`src/rtl/psev_pkg.sv`:
```
package psev_pkg;

  // field widths and default stack size
  localparam int DATA_W          = 32;
  localparam int CMD_W           = 3;
  localparam int STATUS_W        = 2;
  localparam int STACK_DEPTH_DEF = 64;

  // command codes
  localparam logic [CMD_W-1:0] CMD_PUSH   = 3'd0;
  localparam logic [CMD_W-1:0] CMD_ADD    = 3'd1;
  localparam logic [CMD_W-1:0] CMD_SUB    = 3'd2;
  localparam logic [CMD_W-1:0] CMD_MUL    = 3'd3;
  localparam logic [CMD_W-1:0] CMD_DIV    = 3'd4;
  localparam logic [CMD_W-1:0] CMD_FINISH = 3'd5;

  // status codes
  localparam logic [STATUS_W-1:0] ST_OK        = 2'd0;
  localparam logic [STATUS_W-1:0] ST_OVERFLOW  = 2'd1;
  localparam logic [STATUS_W-1:0] ST_UNDERFLOW = 2'd2;
  localparam logic [STATUS_W-1:0] ST_DIVZERO   = 2'd3;

  // input word
  typedef struct packed {
    logic [CMD_W-1:0]         command;
    logic signed [DATA_W-1:0] operand_value;
  } psev_in_t;

  // result word
  typedef struct packed {
    logic signed [DATA_W-1:0] top_value;
    logic [STATUS_W-1:0]      status;
    logic                     is_final;
  } psev_out_t;

  // control from sequencer to serial arithmetic unit
  typedef struct packed {
    logic             start;
    logic [CMD_W-1:0] op;
  } psev_alu_ctl_t;

endpackage

```
`src/rtl/psev_ram.sv`:
```
module psev_ram #(
  parameter int WIDTH = 32,
  parameter int DEPTH = 64
) (
  input  logic                     clk,
  input  logic                     we,
  input  logic [$clog2(DEPTH)-1:0] waddr,
  input  logic [WIDTH-1:0]         wdata,
  input  logic [$clog2(DEPTH)-1:0] raddr,
  output logic [WIDTH-1:0]         rdata
);

  logic [WIDTH-1:0] mem_r [DEPTH];
  logic [WIDTH-1:0] rdata_r;

  // one write port, one registered read port
  always_ff @(posedge clk) begin
    if (we) begin
      mem_r[waddr] <= wdata;
    end
    rdata_r <= mem_r[raddr];
  end

  assign rdata = rdata_r;

endmodule

```
`src/rtl/psev_alu.sv`:
```
module psev_alu (
  input  logic                            clk,
  input  logic                            rst_n,
  input  psev_pkg::psev_alu_ctl_t         ctl,
  input  logic [psev_pkg::DATA_W-1:0]     a,
  input  logic [psev_pkg::DATA_W-1:0]     b,
  output logic                            done,
  output logic [psev_pkg::DATA_W-1:0]     result
);
  import psev_pkg::*;

  localparam int CNT_W = $clog2(DATA_W);
  localparam logic [CNT_W-1:0] LAST = CNT_W'(DATA_W - 1);

  logic [DATA_W-1:0] a_r, a_nxt;
  logic [DATA_W-1:0] b_r, b_nxt;
  logic [DATA_W-1:0] acc_r, acc_nxt;
  logic              carry_r, carry_nxt;
  logic              run_r, run_nxt;
  logic              done_r, done_nxt;
  logic [CNT_W-1:0]  cnt_r, cnt_nxt;
  logic [CMD_W-1:0]  op_r, op_nxt;
  logic              neg_r, neg_nxt;

  // one restoring division step
  logic [DATA_W:0]   rem_sh;
  logic [DATA_W+1:0] diff;
  logic              qbit;
  logic              sum_bit;

  assign rem_sh  = {acc_r, a_r[DATA_W-1]};
  assign diff    = {1'b0, rem_sh} - {2'b00, b_r};
  assign qbit    = ~diff[DATA_W+1];
  assign sum_bit = a_r[0] ^ b_r[0] ^ carry_r;

  always_comb begin
    a_nxt     = a_r;
    b_nxt     = b_r;
    acc_nxt   = acc_r;
    carry_nxt = carry_r;
    run_nxt   = run_r;
    done_nxt  = 1'b0;
    cnt_nxt   = cnt_r;
    op_nxt    = op_r;
    neg_nxt   = neg_r;
    if (ctl.start) begin
      // load operands for the chosen operation
      op_nxt  = ctl.op;
      run_nxt = 1'b1;
      cnt_nxt = '0;
      acc_nxt = '0;
      unique case (ctl.op)
        CMD_ADD: begin
          a_nxt     = a;
          b_nxt     = b;
          carry_nxt = 1'b0;
        end
        CMD_SUB: begin
          a_nxt     = a;
          b_nxt     = ~b;
          carry_nxt = 1'b1;
        end
        CMD_MUL: begin
          a_nxt = a;
          b_nxt = b;
        end
        default: begin
          a_nxt   = a[DATA_W-1] ? (~a + DATA_W'(1)) : a;
          b_nxt   = b[DATA_W-1] ? (~b + DATA_W'(1)) : b;
          neg_nxt = a[DATA_W-1] ^ b[DATA_W-1];
        end
      endcase
    end else if (run_r) begin
      // one bit per cycle
      unique case (op_r)
        CMD_ADD, CMD_SUB: begin
          acc_nxt   = {sum_bit, acc_r[DATA_W-1:1]};
          carry_nxt = (a_r[0] & b_r[0]) | (carry_r & (a_r[0] ^ b_r[0]));
          a_nxt     = a_r >> 1;
          b_nxt     = b_r >> 1;
        end
        CMD_MUL: begin
          acc_nxt = acc_r + (b_r[0] ? a_r : '0);
          a_nxt   = a_r << 1;
          b_nxt   = b_r >> 1;
        end
        default: begin
          acc_nxt = qbit ? diff[DATA_W-1:0] : rem_sh[DATA_W-1:0];
          a_nxt   = {a_r[DATA_W-2:0], qbit};
        end
      endcase
      cnt_nxt = cnt_r + CNT_W'(1);
      if (cnt_r == LAST) begin
        run_nxt  = 1'b0;
        done_nxt = 1'b1;
      end
    end
  end

  always_ff @(posedge clk) begin
    if (!rst_n) begin
      run_r  <= 1'b0;
      done_r <= 1'b0;
      cnt_r  <= '0;
    end else begin
      run_r  <= run_nxt;
      done_r <= done_nxt;
      cnt_r  <= cnt_nxt;
    end
    a_r     <= a_nxt;
    b_r     <= b_nxt;
    acc_r   <= acc_nxt;
    carry_r <= carry_nxt;
    op_r    <= op_nxt;
    neg_r   <= neg_nxt;
  end

  // quotient sits in a_r, everything else in acc_r
  assign done   = done_r;
  assign result = (op_r == CMD_DIV) ? (neg_r ? (~a_r + DATA_W'(1)) : a_r) : acc_r;

endmodule

```
`src/rtl/postfix_stack_evaluator_unit.sv`:
```
// Postfix integer evaluator on an operand stack held in a single-port-read RAM.
// Raise start with a word on in_word while busy is low; every word gives exactly one
// result, shown on out_word for one cycle with out_strobe high, which the receiver
// must take then. Push, unused commands, overflow and underflow finish in the accept
// cycle, so a new word can follow on the next cycle. Finish waits in S_FIN for the
// stack read. Add, subtract, multiply and divide go through two reads of the
// stack RAM through its one registered read port, one operand load, 32 steps of the
// bit-serial arithmetic unit and one write-back; a division by zero is caught after
// the two reads. Division truncates toward zero; division by zero, overflow and
// underflow are flagged and leave the stack as it was. No clearing pass runs after
// reset.
module postfix_stack_evaluator_unit #(
  parameter int STACK_DEPTH = psev_pkg::STACK_DEPTH_DEF
) (
  input  logic                clk,
  input  logic                rst_n,
  input  logic                start,
  output logic                busy,
  input  psev_pkg::psev_in_t  in_word,
  output logic                out_strobe,
  output psev_pkg::psev_out_t out_word
);
  import psev_pkg::*;

  localparam int ADDR_W = $clog2(STACK_DEPTH);
  localparam int CNT_W  = $clog2(STACK_DEPTH + 1);

  localparam logic [2:0] S_IDLE = 3'd0;
  localparam logic [2:0] S_RD_L = 3'd1;
  localparam logic [2:0] S_LOAD = 3'd2;
  localparam logic [2:0] S_EXEC = 3'd3;
  localparam logic [2:0] S_FIN  = 3'd4;

  logic [2:0]        state_r, state_nxt;
  logic [CNT_W-1:0]  cnt_r, cnt_nxt;
  logic [CNT_W-1:0]  cnt_m1, cnt_m2;
  logic [CMD_W-1:0]  op_r, op_nxt;
  logic [DATA_W-1:0] right_r, right_nxt;
  logic              strobe_r, strobe_nxt;
  psev_out_t         word_r, word_nxt;

  logic              we;
  logic [ADDR_W-1:0] waddr, raddr;
  logic [DATA_W-1:0] wdata, rdata;

  psev_alu_ctl_t     alu_ctl;
  logic              alu_done;
  logic [DATA_W-1:0] alu_result;

  assign cnt_m1 = cnt_r - CNT_W'(1);
  assign cnt_m2 = cnt_r - CNT_W'(2);

  // right operand first, then left
  assign raddr = (state_r == S_RD_L) ? cnt_m2[ADDR_W-1:0] : cnt_m1[ADDR_W-1:0];

  psev_ram #(
    .WIDTH (DATA_W),
    .DEPTH (STACK_DEPTH)
  ) u_stack (
    .clk   (clk),
    .we    (we),
    .waddr (waddr),
    .wdata (wdata),
    .raddr (raddr),
    .rdata (rdata)
  );

  psev_alu u_alu (
    .clk    (clk),
    .rst_n  (rst_n),
    .ctl    (alu_ctl),
    .a      (rdata),
    .b      (right_r),
    .done   (alu_done),
    .result (alu_result)
  );

  // command sequencer
  always_comb begin
    state_nxt  = state_r;
    cnt_nxt    = cnt_r;
    op_nxt     = op_r;
    right_nxt  = right_r;
    strobe_nxt = 1'b0;
    word_nxt   = word_r;
    we         = 1'b0;
    waddr      = cnt_r[ADDR_W-1:0];
    wdata      = in_word.operand_value;
    alu_ctl.start = 1'b0;
    alu_ctl.op    = op_r;
    unique case (state_r)
      S_IDLE: begin
        if (start) begin
          strobe_nxt        = 1'b1;
          word_nxt.top_value = '0;
          word_nxt.status    = ST_OK;
          word_nxt.is_final  = 1'b0;
          unique case (in_word.command)
            CMD_PUSH: begin
              if (cnt_r == CNT_W'(STACK_DEPTH)) begin
                word_nxt.status = ST_OVERFLOW;
              end else begin
                we                 = 1'b1;
                cnt_nxt            = cnt_r + CNT_W'(1);
                word_nxt.top_value = in_word.operand_value;
              end
            end
            CMD_FINISH: begin
              if (cnt_r == '0) begin
                word_nxt.status = ST_UNDERFLOW;
              end else begin
                strobe_nxt = 1'b0;
                cnt_nxt    = cnt_m1;
                state_nxt  = S_FIN;
              end
            end
            CMD_ADD, CMD_SUB, CMD_MUL, CMD_DIV: begin
              if (cnt_r < CNT_W'(2)) begin
                word_nxt.status = ST_UNDERFLOW;
              end else begin
                strobe_nxt = 1'b0;
                op_nxt     = in_word.command;
                state_nxt  = S_RD_L;
              end
            end
            default: begin
            end
          endcase
        end
      end
      S_RD_L: begin
        right_nxt = rdata;
        state_nxt = S_LOAD;
      end
      S_LOAD: begin
        if ((op_r == CMD_DIV) && (right_r == '0)) begin
          strobe_nxt         = 1'b1;
          word_nxt.top_value = '0;
          word_nxt.status    = ST_DIVZERO;
          word_nxt.is_final  = 1'b0;
          state_nxt          = S_IDLE;
        end else begin
          alu_ctl.start = 1'b1;
          state_nxt     = S_EXEC;
        end
      end
      S_EXEC: begin
        if (alu_done) begin
          we                 = 1'b1;
          waddr              = cnt_m2[ADDR_W-1:0];
          wdata              = alu_result;
          cnt_nxt            = cnt_m1;
          strobe_nxt         = 1'b1;
          word_nxt.top_value = alu_result;
          word_nxt.status    = ST_OK;
          word_nxt.is_final  = 1'b0;
          state_nxt          = S_IDLE;
        end
      end
      S_FIN: begin
        strobe_nxt         = 1'b1;
        word_nxt.top_value = rdata;
        word_nxt.status    = ST_OK;
        word_nxt.is_final  = 1'b1;
        state_nxt          = S_IDLE;
      end
      default: begin
        state_nxt = S_IDLE;
      end
    endcase
  end

  always_ff @(posedge clk) begin
    if (!rst_n) begin
      state_r  <= S_IDLE;
      cnt_r    <= '0;
      strobe_r <= 1'b0;
    end else begin
      state_r  <= state_nxt;
      cnt_r    <= cnt_nxt;
      strobe_r <= strobe_nxt;
    end
    op_r    <= op_nxt;
    right_r <= right_nxt;
    word_r  <= word_nxt;
  end

  assign busy       = (state_r != S_IDLE);
  assign out_strobe = strobe_r;
  assign out_word   = word_r;

endmodule

```
`config.mk`:
```
export PLATFORM = sky130hd
export DESIGN_NAME = postfix_stack_evaluator_unit
export DESIGN_NICKNAME = d
export VERILOG_FILES = /design/src/rtl/psev_pkg.sv /design/src/rtl/psev_ram.sv /design/src/rtl/psev_alu.sv /design/src/rtl/postfix_stack_evaluator_unit.sv
export SDC_FILE = /design/constraint.sdc
export NUM_CORES = 2
export LEC_CHECK = 0
export BUFFER_PORTS_ARGS = -buffer_cell sky130_fd_sc_hd__buf_2
export CAP_MARGIN = 20
export CORE_UTILIZATION = 45
export CTS_BUF_LIST = sky130_fd_sc_hd__clkbuf_8
export CTS_CLUSTER_SIZE = 12
export DETAILED_ROUTE_END_ITERATION = 6
export GPL_ROUTABILITY_DRIVEN = 0
export MAX_ROUTING_LAYER = met4
export PLACE_DENSITY = 0.56
export SLEW_MARGIN = 20
export SYNTH_ARGS = -nofsm -noshare
export SYNTH_HDL_FRONTEND = slang
export SYNTH_SLANG_ARGS = --single-unit
```
`constraint.sdc`:
```
create_clock -name clk -period 14.2 [get_ports clk]
set_input_delay 0.71 -clock clk [delete_from_list [all_inputs] [get_ports clk]]
set_output_delay 0.71 -clock clk [all_outputs]
set_load 0.01 [all_outputs]
```
After elaboration in Yosys (flattened, before gate mapping):

Memories as Yosys holds them, arrays and structs flattened. A register that Yosys moved wholly into a read port is not among the register bits.
Cells that the tools add are included.

* flip-flop bits (word level): 189
* RAM bits: 2048
* word-level logic and storage cells: 161
* memories: 1

Memory list
* u_stack.mem_r: words 64, width 32, read ports 1, clocked after memory_dff 1, wr ports 1, line psev_ram.sv:13 `logic [WIDTH-1:0] mem_r [DEPTH];`

* add/subtract/negate cells: 9
* $lt $le $gt $ge: 1
* equality and inequality tests: 28
* mux-type cells: 66
* bitwise operators: 14
* reductions and logical operators: 25

Operators with widths (count)
* $mux 32: 16
* $pmux 32 s2: 3
* $pmux 35 s4: 1
* $mux 35: 3
* $add 32x1->32 const B: 3
* $not 32->32: 3
* $sub 33x32->34: 1
* $add 32x32->32: 1
* $logic_not 32->1: 1
* $mux 7: 4
* $pmux 7 s2: 2
* $eq 3x2->1 const B: 8
* $mux 1: 20
* $mux 6: 3
* $eq 3x3->1 const B: 5
* $eq 3x1->1 const B: 4
* $mux 3: 4
* $pmux 3 s4: 1
* $ne 3x1->1 const B: 3
* $ne 3x3->1 const B: 3
* $reduce_or 3->1: 3
* $reduce_and 4->1: 2
* $reduce_bool 2->1: 4
* $add 7x1->7 const B: 1
* other kinds (28): 44

Depth between registers and ports, before layout:

* word-level depth: 7
* mapped depth: 14
* mapped depth without buffers: 14

Modules after synthesis:

From an unflattened synthesis, not the netlist that was laid out.

* cells, all modules: 5161
* area total of the unflattened synthesis: 94111.5 um^2

By module, submodules not included
* psev_ram: times used 1, cells an instance 3324, area each 78520.3 um^2, sequential area each 62139.6 um^2
* psev_alu: times used 1, cells an instance 1492, area each 11461.0 um^2, sequential area each 2852.7 um^2
* postfix_stack_evaluator_unit: times used 1, cells an instance 345, area each 4130.2 um^2, sequential area each 2322.2 um^2

Worst setup path after synthesis:

No wires, ideal clock.

* path kind: reg-to-reg
* from: reg u_alu.a_r[3]
* to: mem u_stack.mem_r[0][30] (data pin)
* setup time: 0.702 ns
* arrival time: 5.418 ns
* required time: 13.498 ns
* path slack: 8.080 ns
* cell stages (with the launch flop): 11
* buffers on the path: 1
* cells stage by stage: edfxtp_1 -> buf_6 -> or4_4 -> or4_4 -> or3_4 -> or4_4 -> o21ai_2 -> and3_1 -> xnor2_1 -> mux2i_1 -> o21ai_0

* longest elaborated chain between the ends: 6

RTL lines
* start, declared: line psev_alu.sv:15 `logic [DATA_W-1:0] a_r, a_nxt;`
* start signal, assigned: line psev_alu.sv:110 `a_r <= a_nxt;`
* $not 32->32: line psev_alu.sv:120 `assign result = (op_r == CMD_DIV) ? (neg_r ? (~a_r + DATA_W'(1)) : a_r) : acc_r;`
* $add 32x1->32: line psev_alu.sv:120
* $mux 32 (2 in a row): line psev_alu.sv:120
* $mux 32: line postfix_stack_evaluator_unit.sv:148 `if (alu_done) begin`
* $mux 32: line postfix_stack_evaluator_unit.sv:91 `unique case (state_r)`
* net u_stack.wdata[30]: line psev_ram.sv:8 `input logic [WIDTH-1:0] wdata,`
* end, declared: line psev_ram.sv:13

The timed path passes the listed nets, and every way through them passes these cells.

Worst setup path in the final report:

* from: reg state_r[1]
* to: reg u_stack.rdata_r[26], in the netlist u_stack.rdata[26] (read register of u_stack.mem_r)

* longest elaborated chain between the ends: 2

RTL lines
* start, declared: line postfix_stack_evaluator_unit.sv:34 `logic [2:0] state_r, state_nxt;`
* start signal, assigned: line postfix_stack_evaluator_unit.sv:179 `state_r <= state_nxt;`
* $eq 3x1->1: line postfix_stack_evaluator_unit.sv:54 `assign raddr = (state_r == S_RD_L) ? cnt_m2[ADDR_W-1:0] : cnt_m1[ADDR_W-1:0];`
* $mux 6: line postfix_stack_evaluator_unit.sv:54
* end, declared: line psev_ram.sv:14 `logic [WIDTH-1:0] rdata_r;`

No other way between the ends.
A chain may end at the register's enable or synchronous reset.

==> metrics.txt <==
Chip Width=460.8 microns; fraction of layout cells with a size suffix above 1=23.80%; CP Max Fanout=107; unrepaired setup endpoints after global routing=no; routed length per instance=31.64 microns; drt pass-1 iters=7; Worst Setup End Kind=register; CTS tree=built; synthesized area per cell=17.96 sq um; Final Hold Vio Count=0; distinct cell type count after synthesis=73; Core Region=209,400 sq um; Die ar.=212,400 sq um; PD cells=149.5 nW/um^2; ys flop type=edfxtp_1; total chip power=15.93 mW; setup TNS=0 ps; largest net degree at the start of global routing=153; Syn Inst Count=5,276; NumNets Final=5,731; total number of vias=52.01k; Post-synth EDFFs=2,187; vias in the first global route=51.08k; Max Clock Freq=164.8 MHz; GR Overflow Total=0; Max VDD drop=0.0001163 V; I/O Pins=75; Clock Latency Late Sink=1130 ps; Synth Warn #=0; CTS sink count=2,269; Tmin final=6069 ps; type of origin of the critical path=register; worst endpoint data arrival time=7070 ps; number of antenna violations at the first check in global routing=15; worst clock skew=113.9 ps; worst hold path class=primary input to register; total wire length=275,800 microns; first-pass GRT wire length=387,700 microns; design area=106,500 sq um; Mapped Area=94,730 sq um; # DRC=1; Leak=35.01 nW; Seq/Total Area, Yosys=71.06%; Seq cells post-synth=2,269; FP Rows=168; setup repair bufs after CTS=0; Setup Viol. Count Final=0; Detail Placement HPWL=161,700 microns; area post-placement=99,510 sq um; Max-slew headroom=22.44%; Die Y=460.8 microns; syn nets=5,392; max-slew violations=0; status=finished with violations; Area Overhead vs Synth=12.45%; Starting Density=45.25%; vias per inst=5.966; Slew @ Worst Pin=1163 ps; critical path class=register to register; input/output buffers=74; DRT iter0 DRCs=5,440; H-tree levels=5; asr flop ratio synth=0%; final cycle utilization of the critical path=42.74%; TritonCTS Buffers=393; failing checks=DRC; max_cap viols=0; clock slew at reported path FFs=60 ps; CP required=15,210 ps; Final ANT Viol Nets=0; clk buf depth=4; Min Hold Slack=83.06 ps; root buf cell=clkbuf_8; total track usage=26.82%; post_cts resized=0
==> cells in the final DEF, fill, tap and decap left out, drive strengths merged, types with 176 or more instances in the layout <==
cell    count
inv       191
a21oi     245
buf       239
edfxtp   2187
clkbuf    415
mux4      544
nand2     274
o21ai     197
nor2      176
mux2i     182
==> synthesized netlist by cell type, drive strengths merged (75+ instances only) <==
cell / count / area, sq um
ha: 75 / 938.4
dfxtp: 82 / 1642
o21ai: 197 / 993.4
nor2b: 146 / 913.4
xor2: 78 / 683.2
clkbuf: 231 / 868.3
mux2i: 182 / 1822
mux4: 544 / 12250
nor2: 176 / 660.6
nand2: 274 / 1028
edfxtp: 2187 / 65670
a21oi: 245 / 1226
a211oi: 137 / 1028
==> power breakdown <==
group	internal (mW)	switching, mW	total, mW	leakage, nW
sequential	7.50	0.339	7.84	20.4
combinational	1.07	1.66	2.73	10.6
clock	2.75	2.60	5.35	4.03
==> timing repair <==
item	in CTS	in global routing
hold buffers	7	0
setup endpoints to repair	0	0
hold endpoints to repair	7	0
==> layer usage <==
metal / GRT usage, % / wire length [microns] / vias to the layer above
li1: - / - / 22119
met1: 36.65 / 116600 / 27357
met5: - / 0 / -
met3: 4.324 / 19550 / 413
met4: 9.385 / 8918 / 0
met2: 40.94 / 130700 / 2118
==> worst max-delay path: stages, from the launching register on <==
cell	delay, ps
dfxtp_1	560
nor3b_4	250
buf_4	500
xnor2_2	210
buf_4	630
buf_12	530
buf_4	820
mux4_2	400
nor2b_1	140
a211oi_1	740
a21oi_1	300
mux4_2	550
==> worst paths after layout <==
check | from | endpoint | slack, ps | cells past startpoint
setup / recovery | state_r[1] | u_stack.rdata[26] | 8130 | 11
hold / removal | in_word[3] | out_word[6] | 80 | 3
setup reg to reg | state_r[1] | u_stack.rdata[26] | 8130 | 11
hold reg to reg | u_alu.cnt_r[4] | u_alu.cnt_r[4] | 510 | 2
==> stage by stage <==
stage	std cells	util, %	setup slack, ps
final	8717	50.88	8131
after global routing	8708	50.87	7685
after CTS	8702	50.86	8099
after detailed placement	8017	47.53	8122
after global placement	8016	47.51	7953
after floorplan	5276	-	8080
==> kinds of logic after synthesis <==
| family | share of synthesized area (%) |
|---|---|
| adder cells (fa/ha/maj) | 1.054 |
| AO/OA/AOI/OAI | 5.403 |
| buffers and inverters | 1.503 |
| multiplexers | 15.30 |
| AND/OR/NAND/NOR | 4.348 |
| flip-flops | 71.06 |
| XOR/XNOR | 1.341 |
==> layout make-up <==
| type | count | area (sq um) |
|---|---|---|
| antenna | 14 | 35.03 |
| tap | 2805 | 3510 |
| clock buffer | 415 | 5712 |
| inverter | 60 | 225.2 |
| sequential | 2269 | 67320 |
| timing repair buffer | 246 | 1775 |
| fill | 17153 | 102800 |
| multi-input combinational | 2645 | 26770 |
| clock inverter | 263 | 1181 |
==> registers in the layout, summed over array words and instances (netlist names), 5 cells and up <==
register and flops:
u_stack.mem_r 2048, out_word 35, right_r 32, u_alu.a_r 32, u_alu.acc_r 32, u_alu.b_r 32
u_stack.rdata 32, cnt_r 7, u_alu.cnt_r 5
(Power assumes the default switching activity.)
